`config.mk`:
```
export PLATFORM = sky130hd
export DESIGN_NAME = timer_expiry_queue_unit_flat
export DESIGN_NICKNAME = d
export VERILOG_FILES = /design/src/rtl/tequ_pkg.sv /design/src/rtl/tequ_if.sv /design/src/rtl/tequ_cell.sv /design/src/rtl/timer_expiry_queue_unit.sv /design/src/flat_wrapper.sv
export SDC_FILE = /design/constraint.sdc
export NUM_CORES = 2
export LEC_CHECK = 0
export BUFFER_PORTS_ARGS = -buffer_cell sky130_fd_sc_hd__buf_2
export CAP_MARGIN = 40
export CORE_MARGIN = 5
export CORE_UTILIZATION = 59
export DETAILED_ROUTE_END_ITERATION = 7
export MAX_ROUTING_LAYER = met4
export PLACE_DENSITY = 0.72
export SYNTH_ARGS = -nofsm -noshare
export SYNTH_HDL_FRONTEND = slang
export SYNTH_SLANG_ARGS = --single-unit
```
`constraint.sdc`:
```
create_clock -name clk_i -period 14.5 [get_ports clk_i]
set_input_delay 3.625 -clock clk_i [delete_from_list [all_inputs] [get_ports clk_i]]
set_output_delay 3.625 -clock clk_i [all_outputs]
set_load 0.01 [all_outputs]
```
`src/rtl/tequ_pkg.sv`:
```
// ----------------------------------------------------------------------------
// tequ_pkg: shared types and constants of the timer expiry queue
// Operation codes, cell commands and the controller state encoding.
// ----------------------------------------------------------------------------
package tequ_pkg;

  localparam int unsigned ModeW = 2;
  localparam int unsigned IdW   = 4;
  localparam int unsigned WordW = 32;

  typedef enum logic [ModeW-1:0] {
    MODE_SCHEDULE = 2'd0,
    MODE_CANCEL   = 2'd1,
    MODE_POP      = 2'd2,
    MODE_QUERY    = 2'd3
  } mode_e;

  typedef enum logic [2:0] {
    OP_HOLD   = 3'd0,
    OP_MARK   = 3'd1,
    OP_REMOVE = 3'd2,
    OP_POP    = 3'd3,
    OP_INSERT = 3'd4
  } cell_op_e;

  typedef struct packed {
    cell_op_e         op;
    logic [IdW-1:0]   id;
  } cell_cmd_t;

  typedef enum logic [5:0] {
    S_IDLE   = 6'b000001,
    S_MARK   = 6'b000010,
    S_REMOVE = 6'b000100,
    S_INSERT = 6'b001000,
    S_HEAD   = 6'b010000,
    S_RESP   = 6'b100000
  } state_e;

endpackage

```
`src/rtl/tequ_if.sv`:
```
// ----------------------------------------------------------------------------
// tequ_if: request and response channels of the timer expiry queue
// Valid/ready channels; a word moves when valid and ready are both high.
// ----------------------------------------------------------------------------
interface tequ_req_if;
  logic        valid;
  logic        ready;
  logic [1:0]  mode;
  logic [3:0]  timer_id;
  logic [31:0] timeout;
  logic [31:0] now;

  modport source (output valid, output mode, output timer_id, output timeout,
                  output now, input ready);
  modport sink   (input valid, input mode, input timer_id, input timeout,
                  input now, output ready);
endinterface

interface tequ_rsp_if;
  logic        valid;
  logic        ready;
  logic        has_timer;
  logic [3:0]  popped_id;
  logic [31:0] wait_time;
  logic        queue_empty;

  modport source (output valid, output has_timer, output popped_id,
                  output wait_time, output queue_empty, input ready);
  modport sink   (input valid, input has_timer, input popped_id,
                  input wait_time, input queue_empty, output ready);
endinterface

```
`src/rtl/tequ_cell.sv`:
```
// ----------------------------------------------------------------------------
// tequ_cell: one slot of the sorted timer chain
// Holds one entry, compares it against the broadcast key and trades data
// with its left and right neighbors on remove, pop and insert.
// ----------------------------------------------------------------------------
module tequ_cell #(
  parameter int unsigned TIME_BITS = 32
) (
  input  logic                        clk_i,
  input  logic                        rst_ni,
  input  tequ_pkg::cell_cmd_t         cmd_i,
  input  logic [TIME_BITS-1:0]        key_exp_i,
  input  logic                        left_valid_i,
  input  logic [TIME_BITS-1:0]        left_exp_i,
  input  logic [tequ_pkg::IdW-1:0]    left_id_i,
  input  logic                        left_gt_i,
  input  logic                        left_del_i,
  input  logic                        right_valid_i,
  input  logic [TIME_BITS-1:0]        right_exp_i,
  input  logic [tequ_pkg::IdW-1:0]    right_id_i,
  output logic                        valid_o,
  output logic [TIME_BITS-1:0]        exp_o,
  output logic [tequ_pkg::IdW-1:0]    id_o,
  output logic                        gt_o,
  output logic                        del_o
);

  logic                     valid_q, valid_d;
  logic                     del_q, del_d;
  logic [TIME_BITS-1:0]     exp_q, exp_d;
  logic [tequ_pkg::IdW-1:0] id_q, id_d;

  assign gt_o    = !valid_q || (exp_q > key_exp_i);
  assign valid_o = valid_q;
  assign exp_o   = exp_q;
  assign id_o    = id_q;
  assign del_o   = del_q;

  always_comb begin
    valid_d = valid_q;
    exp_d   = exp_q;
    id_d    = id_q;
    del_d   = del_q;
    case (cmd_i.op)
      tequ_pkg::OP_MARK: begin
        del_d = del_q || left_del_i || (valid_q && (id_q == cmd_i.id));
      end
      tequ_pkg::OP_REMOVE: begin
        if (del_q) begin
          valid_d = right_valid_i;
          exp_d   = right_exp_i;
          id_d    = right_id_i;
        end
        del_d = 1'b0;
      end
      tequ_pkg::OP_POP: begin
        valid_d = right_valid_i;
        exp_d   = right_exp_i;
        id_d    = right_id_i;
      end
      tequ_pkg::OP_INSERT: begin
        if (gt_o) begin
          if (left_gt_i) begin
            valid_d = left_valid_i;
            exp_d   = left_exp_i;
            id_d    = left_id_i;
          end else begin
            valid_d = 1'b1;
            exp_d   = key_exp_i;
            id_d    = cmd_i.id;
          end
        end
      end
      default: ;
    endcase
  end

  always_ff @(posedge clk_i or negedge rst_ni) begin
    if (!rst_ni) begin
      valid_q <= 1'b0;
      del_q   <= 1'b0;
    end else begin
      valid_q <= valid_d;
      del_q   <= del_d;
    end
  end

  always_ff @(posedge clk_i) begin
    exp_q <= exp_d;
    id_q  <= id_d;
  end

endmodule

```
`src/rtl/timer_expiry_queue_unit.sv`:
```
// ----------------------------------------------------------------------------
// timer_expiry_queue_unit: pending timers sorted by absolute expiry
// A chain of TIMERS cells keeps the entries packed and earliest first.
//
//   channel  dir  word contents
//   req_i    in   mode, timer_id, timeout, now
//   rsp_o    out  has_timer, popped_id, wait_time, queue_empty
//
// Schedule steps through mark, remove, insert and response; cancel skips
// insert; pop and query go through head and response. The cancel mark
// ripples one cell per cycle down the chain. One word is in work at a time.
// The response register holds its word while rsp_o.ready is low; the next
// request is still taken and waits to load it. Reset empties the queue.
// ----------------------------------------------------------------------------
module timer_expiry_queue_unit #(
  parameter int unsigned TIMERS    = 16,
  parameter int unsigned TIME_BITS = 32
) (
  input  logic        clk_i,
  input  logic        rst_ni,
  tequ_req_if.sink    req_i,
  tequ_rsp_if.source  rsp_o
);

  localparam int unsigned CntW = $clog2(TIMERS);

  tequ_pkg::state_e          state_q, state_d;
  logic [CntW-1:0]           cnt_q, cnt_d;
  tequ_pkg::mode_e           mode_q;
  logic [tequ_pkg::IdW-1:0]  tid_q;
  logic [TIME_BITS-1:0]      now_q;
  logic [TIME_BITS-1:0]      key_q;

  logic                       res_has_q, res_has_d;
  logic [tequ_pkg::IdW-1:0]   res_pid_q, res_pid_d;
  logic [tequ_pkg::WordW-1:0] res_wait_q, res_wait_d;

  logic                       rsp_valid_q;
  logic                       rsp_has_q;
  logic [tequ_pkg::IdW-1:0]   rsp_pid_q;
  logic [tequ_pkg::WordW-1:0] rsp_wait_q;
  logic                       rsp_empty_q;

  logic [TIME_BITS-1:0] now_t, tmo_t, exp_sat, diff;
  logic [TIME_BITS:0]   sum;
  logic [63:0]          diff_w;
  logic                 accept, load_rsp;

  tequ_pkg::cell_cmd_t        cmd;
  logic [TIMERS-1:0]          v_vec, gt_vec, del_vec;
  logic [TIME_BITS-1:0]       e_arr [TIMERS];
  logic [tequ_pkg::IdW-1:0]   id_arr [TIMERS];

  assign accept      = req_i.valid && req_i.ready;
  assign req_i.ready = (state_q == tequ_pkg::S_IDLE);

  assign now_t   = TIME_BITS'(64'(req_i.now));
  assign tmo_t   = TIME_BITS'(64'(req_i.timeout));
  assign sum     = {1'b0, now_t} + {1'b0, tmo_t};
  assign exp_sat = sum[TIME_BITS] ? {TIME_BITS{1'b1}} : sum[TIME_BITS-1:0];

  assign diff   = (e_arr[0] > now_q) ? (e_arr[0] - now_q) : '0;
  assign diff_w = 64'(diff);

  assign load_rsp = (state_q == tequ_pkg::S_RESP) && (!rsp_valid_q || rsp_o.ready);

  always_comb begin
    state_d    = state_q;
    cnt_d      = cnt_q;
    res_has_d  = res_has_q;
    res_pid_d  = res_pid_q;
    res_wait_d = res_wait_q;
    cmd.op     = tequ_pkg::OP_HOLD;
    cmd.id     = tid_q;
    case (state_q)
      tequ_pkg::S_IDLE: begin
        if (accept) begin
          res_has_d  = 1'b0;
          res_pid_d  = '0;
          res_wait_d = '0;
          cnt_d      = '0;
          if (req_i.mode == tequ_pkg::MODE_SCHEDULE || req_i.mode == tequ_pkg::MODE_CANCEL) begin
            state_d = tequ_pkg::S_MARK;
          end else begin
            state_d = tequ_pkg::S_HEAD;
          end
        end
      end
      tequ_pkg::S_MARK: begin
        cmd.op = tequ_pkg::OP_MARK;
        cnt_d  = cnt_q + 1'b1;
        if (cnt_q == CntW'(TIMERS - 1)) begin
          state_d = tequ_pkg::S_REMOVE;
        end
      end
      tequ_pkg::S_REMOVE: begin
        cmd.op  = tequ_pkg::OP_REMOVE;
        state_d = (mode_q == tequ_pkg::MODE_SCHEDULE) ? tequ_pkg::S_INSERT : tequ_pkg::S_RESP;
      end
      tequ_pkg::S_INSERT: begin
        if (!v_vec[TIMERS-1]) begin
          cmd.op = tequ_pkg::OP_INSERT;
        end
        state_d = tequ_pkg::S_RESP;
      end
      tequ_pkg::S_HEAD: begin
        if (v_vec[0]) begin
          res_has_d = 1'b1;
          if (mode_q == tequ_pkg::MODE_POP) begin
            cmd.op    = tequ_pkg::OP_POP;
            res_pid_d = id_arr[0];
          end else begin
            res_wait_d = (|diff_w[63:32]) ? {tequ_pkg::WordW{1'b1}} : diff_w[31:0];
          end
        end
        state_d = tequ_pkg::S_RESP;
      end
      tequ_pkg::S_RESP: begin
        if (load_rsp) begin
          state_d = tequ_pkg::S_IDLE;
        end
      end
      default: state_d = tequ_pkg::S_IDLE;
    endcase
  end

  always_ff @(posedge clk_i or negedge rst_ni) begin
    if (!rst_ni) begin
      state_q     <= tequ_pkg::S_IDLE;
      cnt_q       <= '0;
      rsp_valid_q <= 1'b0;
    end else begin
      state_q <= state_d;
      cnt_q   <= cnt_d;
      if (load_rsp) begin
        rsp_valid_q <= 1'b1;
      end else if (rsp_o.ready) begin
        rsp_valid_q <= 1'b0;
      end
    end
  end

  always_ff @(posedge clk_i) begin
    res_has_q  <= res_has_d;
    res_pid_q  <= res_pid_d;
    res_wait_q <= res_wait_d;
    if (accept) begin
      mode_q <= tequ_pkg::mode_e'(req_i.mode);
      tid_q  <= req_i.timer_id;
      now_q  <= now_t;
      key_q  <= exp_sat;
    end
    if (load_rsp) begin
      rsp_has_q   <= res_has_q;
      rsp_pid_q   <= res_pid_q;
      rsp_wait_q  <= res_wait_q;
      rsp_empty_q <= !v_vec[0];
    end
  end

  assign rsp_o.valid       = rsp_valid_q;
  assign rsp_o.has_timer   = rsp_has_q;
  assign rsp_o.popped_id   = rsp_pid_q;
  assign rsp_o.wait_time   = rsp_wait_q;
  assign rsp_o.queue_empty = rsp_empty_q;

  for (genvar k = 0; k < TIMERS; k++) begin : g_cell
    logic                     lv, lg, ld, rv;
    logic [TIME_BITS-1:0]     le, re;
    logic [tequ_pkg::IdW-1:0] li, ri;

    if (k == 0) begin : g_head
      assign lv = 1'b0;
      assign le = '0;
      assign li = '0;
      assign lg = 1'b0;
      assign ld = 1'b0;
    end else begin : g_body
      assign lv = v_vec[k-1];
      assign le = e_arr[k-1];
      assign li = id_arr[k-1];
      assign lg = gt_vec[k-1];
      assign ld = del_vec[k-1];
    end

    if (k == TIMERS - 1) begin : g_tail
      assign rv = 1'b0;
      assign re = '0;
      assign ri = '0;
    end else begin : g_inner
      assign rv = v_vec[k+1];
      assign re = e_arr[k+1];
      assign ri = id_arr[k+1];
    end

    tequ_cell #(
      .TIME_BITS (TIME_BITS)
    ) u_cell (
      .clk_i         (clk_i),
      .rst_ni        (rst_ni),
      .cmd_i         (cmd),
      .key_exp_i     (key_q),
      .left_valid_i  (lv),
      .left_exp_i    (le),
      .left_id_i     (li),
      .left_gt_i     (lg),
      .left_del_i    (ld),
      .right_valid_i (rv),
      .right_exp_i   (re),
      .right_id_i    (ri),
      .valid_o       (v_vec[k]),
      .exp_o         (e_arr[k]),
      .id_o          (id_arr[k]),
      .gt_o          (gt_vec[k]),
      .del_o         (del_vec[k])
    );
  end

  a_valid_prefix: assert property (@(posedge clk_i) disable iff (!rst_ni)
    (v_vec & (v_vec + 1'b1)) == '0)
    else $error("valid cells do not form a prefix");

  a_marks_cleared: assert property (@(posedge clk_i) disable iff (!rst_ni)
    (state_q == tequ_pkg::S_REMOVE) |=> (del_vec == '0))
    else $error("remove marks left behind");

  a_one_in_flight: assert property (@(posedge clk_i) disable iff (!rst_ni)
    accept |=> !req_i.ready)
    else $error("request taken while busy");

endmodule
```
`src/flat_wrapper.sv`:
```
// flat-port wrapper written by rule: the top's interface ports become plain ports
module timer_expiry_queue_unit_flat 
#(
  parameter int unsigned TIMERS    = 16,
  parameter int unsigned TIME_BITS = 32
)
  (clk_i, rst_ni, req_i_valid, req_i_mode, req_i_timer_id, req_i_timeout, req_i_now, req_i_ready, rsp_o_valid, rsp_o_has_timer, rsp_o_popped_id, rsp_o_wait_time, rsp_o_queue_empty, rsp_o_ready);
  tequ_req_if req_i_i ();
  tequ_rsp_if rsp_o_i ();
  input  logic clk_i;
  input  logic rst_ni;
  input wire logic [$bits(req_i_i.valid)-1:0] req_i_valid;
  input wire logic [$bits(req_i_i.mode)-1:0] req_i_mode;
  input wire logic [$bits(req_i_i.timer_id)-1:0] req_i_timer_id;
  input wire logic [$bits(req_i_i.timeout)-1:0] req_i_timeout;
  input wire logic [$bits(req_i_i.now)-1:0] req_i_now;
  output wire logic [$bits(req_i_i.ready)-1:0] req_i_ready;
  output wire logic [$bits(rsp_o_i.valid)-1:0] rsp_o_valid;
  output wire logic [$bits(rsp_o_i.has_timer)-1:0] rsp_o_has_timer;
  output wire logic [$bits(rsp_o_i.popped_id)-1:0] rsp_o_popped_id;
  output wire logic [$bits(rsp_o_i.wait_time)-1:0] rsp_o_wait_time;
  output wire logic [$bits(rsp_o_i.queue_empty)-1:0] rsp_o_queue_empty;
  input wire logic [$bits(rsp_o_i.ready)-1:0] rsp_o_ready;
  assign req_i_i.valid = req_i_valid;
  assign req_i_i.mode = req_i_mode;
  assign req_i_i.timer_id = req_i_timer_id;
  assign req_i_i.timeout = req_i_timeout;
  assign req_i_i.now = req_i_now;
  assign req_i_ready = req_i_i.ready;
  assign rsp_o_valid = rsp_o_i.valid;
  assign rsp_o_has_timer = rsp_o_i.has_timer;
  assign rsp_o_popped_id = rsp_o_i.popped_id;
  assign rsp_o_wait_time = rsp_o_i.wait_time;
  assign rsp_o_queue_empty = rsp_o_i.queue_empty;
  assign rsp_o_i.ready = rsp_o_ready;
  timer_expiry_queue_unit #(.TIMERS(TIMERS), .TIME_BITS(TIME_BITS)) u_core (.clk_i(clk_i), .rst_ni(rst_ni), .req_i(req_i_i), .rsp_o(rsp_o_i));
endmodule
```
Yosys cells after proc, flatten, opt, wreduce, memory -nomap -nowiden
Index checks and enable logic that the tools add are counted.
{"block": "totals", "out_inout_bits": 40, "regBits": 764, "in_bits": 74}
{"block": "classes", "n_lt_le_gt_ge": 17, "add_sub_neg": 3, "eq_ne": 67, "n_mux": 230, "reduce_logical": 113}
{"op": "$mux W32", "count": 51}
{"op": "$pmux W32 S3", "count": 16}
{"op": "$gt A32 B32 Y1", "count": 17}
{"op": "$mux W4", "count": 50}
{"op": "$pmux W4 S3", "count": 16}
{"op": "$ne A2 B2 Y1 const B", "count": 34}
{"op": "$eq A4 B4 Y1", "count": 16}
{"op": "$pmux W32 S2", "count": 1}
{"op": "$reduce_and A3 Y1", "count": 18}
{"op": "$mux W1", "count": 51}
{"op": "$logic_or A1 B1 Y1", "count": 49}
{"op": "$pmux W1 S3", "count": 16}
{"op": "$pmux W1 S2", "count": 17}
{"op": "$add A32 B32 Y33", "count": 1}
{"op": "$sub A32 B32 Y32", "count": 1}
{"op": "$pmux W6 S5", "count": 1}
{"op": "$mux W6", "count": 4}
{"op": "$logic_and A1 B1 Y1", "count": 18}
{"op": "$logic_not A1 Y1", "count": 17}
{"op": "$pmux W4 S2", "count": 2}
{"op": "$pmux W3 S4", "count": 1}
{"op": "$ne A2 B1 Y1 const B", "count": 4}
{"op": "$reduce_and A4 Y1", "count": 2}
{"op": "$reduce_bool A2 Y1", "count": 4}
{"op": "other kinds (20)", "count": 23}

Longest topological paths before layout
{"block": "depth", "ltp_word": 7, "mapped_depth": 13, "mapped_depth_nobuf": 11}

Cells and area by module
From an unflattened synthesis, not the netlist that was laid out.
{"block": "unflattened", "hier_cells": 5503, "hier_area_um2": 54385.9}
{"mod": "tequ_cell", "n_inst": 16, "area_each_um2": 2847.7, "seq_area_each_um2": 1131.1, "cells_per_inst": 294}
{"mod": "timer_expiry_queue_unit", "n_inst": 1, "area_each_um2": 8822.2, "seq_area_each_um2": 4630.7, "cells_per_inst": 799}

Worst setup path after synthesis
Ideal clock, no wire load.
{"block": "synth_timing", "path_type": "input -> register", "start": "input port rsp_o_ready", "end": "register u_core.rsp_has_q (netlist: u_core.rsp_o.has_timer) (enable)", "t_arrival_ns": 5.479, "stages": 2, "path_slack_ns": 8.583, "path_buffers": 0, "cell_sequence": "nand2b_1 > nor2b_1"}
{"block": "synth_via", "elab_chain_len": 2}
{"element": "from (decl)", "line": "flat_wrapper.sv:23", "source": "input wire logic [$bits(rsp_o_i.ready)-1:0] rsp_o_ready;"}
{"element": "$logic_or A1 B1 Y1", "line": "timer_expiry_queue_unit.sv:65", "source": "assign load_rsp = (state_q == tequ_pkg::S_RESP) && (!rsp_valid_q || rsp_o.ready);"}
{"element": "$logic_and A1 B1 Y1", "line": "timer_expiry_queue_unit.sv:65"}
{"element": "net u_core.load_rsp", "line": "timer_expiry_queue_unit.sv:47", "source": "logic accept, load_rsp;"}
{"element": "to (signal assigned)", "line": "timer_expiry_queue_unit.sv:154", "source": "rsp_has_q <= res_has_q;"}
{"element": "to (decl)", "line": "timer_expiry_queue_unit.sv:39", "source": "logic rsp_has_q;"}
The timed path passes the listed nets, and every way through them passes these cells.
A chain may end at the register's enable or synchronous reset.

Worst setup path in the final report
{"block": "layout_timing", "start": "input port req_i_now[0]", "end": "register u_core.key_q[13], data pin"}
{"block": "layout_via", "elab_chain_len": 1}
{"element": "from (decl)", "line": "flat_wrapper.sv:16", "source": "input wire logic [$bits(req_i_i.now)-1:0] req_i_now;"}
{"element": "$add A32 B32 Y33", "line": "timer_expiry_queue_unit.sv:59", "source": "assign sum = {1'b0, now_t} + {1'b0, tmo_t};"}
{"element": "to (signal assigned)", "line": "timer_expiry_queue_unit.sv:151", "source": "key_q <= exp_sat;"}
{"element": "to (decl)", "line": "timer_expiry_queue_unit.sv:32", "source": "logic [TIME_BITS-1:0] key_q;"}
Every way passes these cells.

==> metrics <==
status=finished clean; worst r2r src=u_core.key_q[29]; largest net degree at the start of global routing=242; Syn Inst Count=4829; final setup violation count=0; DRC Markers=0; Starting Density=59.4%; cts repair resizes=0; die area=91700 µm²; pwr dens=108 nW/µm²; CP max FO=31; max-slew violation count=0; ranking of synthesized cells by area=edfxtp_1, ha_1, mux2i_1, nand2_1, a21o_1; Worst Path Required=14.87 ns; TritonCTS Buffers=86; post-route setup slack=8.41 ns; initial antenna violation count=1; part of the Yosys area used for sequential elements=44.9%; Crit Path Class=in -> reg; routed vias/inst=6.32; peak supply drop=0.000108 V; area leader, netlist=edfxtp_1; P&R area growth vs syn=9.15%; Setup Buffers After CTS=0; maxcap violations=0; R2R Setup Slk=9.21 ns; asr flop ratio synth=5.63%; Die Wd=303 µm; most used flip-flop cell after synthesis=edfxtp_1; post-synthesis mux area share=10.7%; top cell type's share of synthesized area=42.8%; top-count cell post-synth=nand2_1; gr usage total=30.5%; top sig layer=met4; WL met1=62100 µm; Tcrit/Tclk final=42.0%; row count=107; Seq. cell area=22700 µm²; Clock Skew=0.0355 ns; final hold vios=0; Syn Std Cell Area=50600 µm²; core footprint=85100 µm²; Pleak=26.9 nW; Yosys cell types=81; Relative slew margins=30.1%; via count=38300; setup_tns=0 ns; Nets=5469; synthesized flop and latch total=764; Port Buffers=113; Routed Wire Length=139000 µm; post-DP HPWL=103000 µm; Post-Synth Simple-Gate Area=10.9%; htree depth=3; gpl congestion=0.913; Clock Tree Buf Depth=3; CTS tree=yes; routed wl met3=7760 µm; number of top-level pins=114; Post-synth EDFFs=721; largest family of logic cells by synthesized area=compound AO/OA/AOI/OAI gates; Setup WS pre-CTS=7.87 ns; Adder-Cell Fraction of Synth Area=13.6%; critical path endpoint category=flip-flop; CP Data Arrival Time=6.46 ns; CTS clk-pin slew, worst paths=0.06 ns; hold-critical path depth=0; first-pass GRT wire length=215000 µm; Worst Hold End=u_core.rsp_o.wait_time[17]; cts hold-fix bufs=0; XOR/XNOR share of the synthesized area=1.85%; DR WL met2=65600 µm; reg2reg end=u_core.g_cell[13].u_cell.exp_o[11]; Die Ht=303 µm; Avg WL per Cell=23.0 µm; layout cells sized above 1=8.00%; Worst-Margin Slew=1.05 ns; RSZ-0062 raised after global routing=false; clock tree root buffer cell=clkbuf_16; Synth Area in Compound Gates=14.9%; Layout fillers=6913; area occupied by multi-input gates=26500 µm²; number of global-route vias before repair=37400; Mapped Nets=5450; Ys Warns=0; Skew-Pair Late Insertion Delay=0.67 ns; Synth top cells by count=nand2_1, edfxtp_1, ha_1, mux2i_1, o21ai_0; hold path startpoint=u_core.res_wait_q[17]; remaining antenna violation count=0; detailed-router iteration count before antenna repair=5; Tmin final=6.09 ns; hold crit path type=reg -> reg; average size of a mapped cell=10.5 µm²; Critical Path Start Type=input pin; R2R depth=10; total grt overflow=0; CTS Sinks=764; Max Clock Freq=0.164 GHz; Initial DRC Count=3803
-- area by class of cell --
type                    count  area share [%]
multi-input cells        3683            48.0
flip-flops and latches    764            41.1
clock buffers             109            4.13
well taps                1144            2.59
repair buffers            195            2.45
clock inverters            45           0.829
inverters                 118           0.804
diodes                      2         0.00906
-- worst max-delay path by stage --
stage | start | to | slack (ns) | cells past startpoint
floorplan | rsp_o_ready | u_core.rsp_o.has_timer | 8.58 | 2
global placement | req_i_now[0] | u_core.key_q[13] | 7.89 | 13
detailed placement | req_i_now[0] | u_core.key_q[13] | 7.87 | 13
CTS | req_i_now[0] | u_core.key_q[13] | 8.51 | 13
global route | req_i_now[0] | u_core.key_q[13] | 8.17 | 13
finish | req_i_now[0] | u_core.key_q[13] | 8.41 | 13
-- per-stage QoR --
| stage | instances | total power (W) | cell area, µm² | hold slack, ns | utilization, % |
|---|---|---|---|---|---|
| floorplan | 4829 | 0.00341 | 50600 | 0.400 | - |
| global placement | 5888 | 0.00375 | 52200 | 0.402 | 61.3 |
| detailed placement | 5904 | 0.00380 | 52500 | 0.405 | 61.6 |
| CTS | 6058 | 0.00598 | 55200 | 0.417 | 64.9 |
| global route | 6059 | 0.00622 | 55200 | 0.417 | 64.9 |
| finish | 6060 | 0.00597 | 55200 | 0.415 | 64.9 |
-- critical path, stage by stage --
cell      delay (ns)
buf_2           0.11
ha_1            0.28
inv_1           0.10
fa_1            0.19
nand2b_1        0.13
a21oi_1         0.15
o211ai_1        0.42
nand3b_2        0.24
a211oi_2        0.41
o21ai_1         0.16
a21oi_2         0.15
buf_4           0.32
o21ai_0         0.15
-- cells in the final DEF (no fill, tap or decap), types with 42 or more instances in the layout --
cell,synthesis,final
nand3_1,63,50
a21o_1,229,229
clkbuf_16,0,88
ha_1,545,545
nor3_1,50,50
o21ai_0,342,341
nand2_1,729,729
nor2_1,102,96
nand4_1,116,116
inv_1,118,117
xor2_1,66,66
buf_2,58,117
a21oi_1,213,213
o21a_1,45,44
dfrtp_1,42,42
buf_4,18,64
o21ai_1,285,286
edfxtp_1,721,721
mux2i_1,540,540
-- kinds of logic after synthesis --
| group | count (synthesis) |
|---|---|
| AO/OA/AOI/OAI | 1274 |
| AND/OR/NAND/NOR | 1214 |
| flip-flops | 764 |
| adder cells (fa/ha/maj) | 547 |
| multiplexers | 541 |
| buffers and inverters | 382 |
| XOR/XNOR | 107 |
-- per-layer routing --
metal  GRT usage, %  vias to the layer above
met4           7.78                        0
li1               -                    18100
met1           42.0                    18900
met5              -                        -
met2           48.6                     1070
met3           3.62                      188
-- sequential cells by signal (all words and copies together), names as in the netlist, 6 cells and up --
signal                        cells
u_core.g_cell.u_cell.id_o        64
u_core.g_cell.u_cell.del_o       16
u_core.res_wait_q                32
u_core.g_cell.u_cell.valid_o     16
u_core.state_q                    6
u_core.rsp_o.wait_time           32
u_core.key_q                     32
u_core.now_q                     32
u_core.g_cell.u_cell.exp_o      512
-- report_power, final --
group	switching [W]	internal, W
Sequential	0.000133	0.00250
Clock	0.000952	0.00124
Combinational	0.000708	0.000433
Total	0.00179	0.00418
Power figures use the tool's default switching activity.
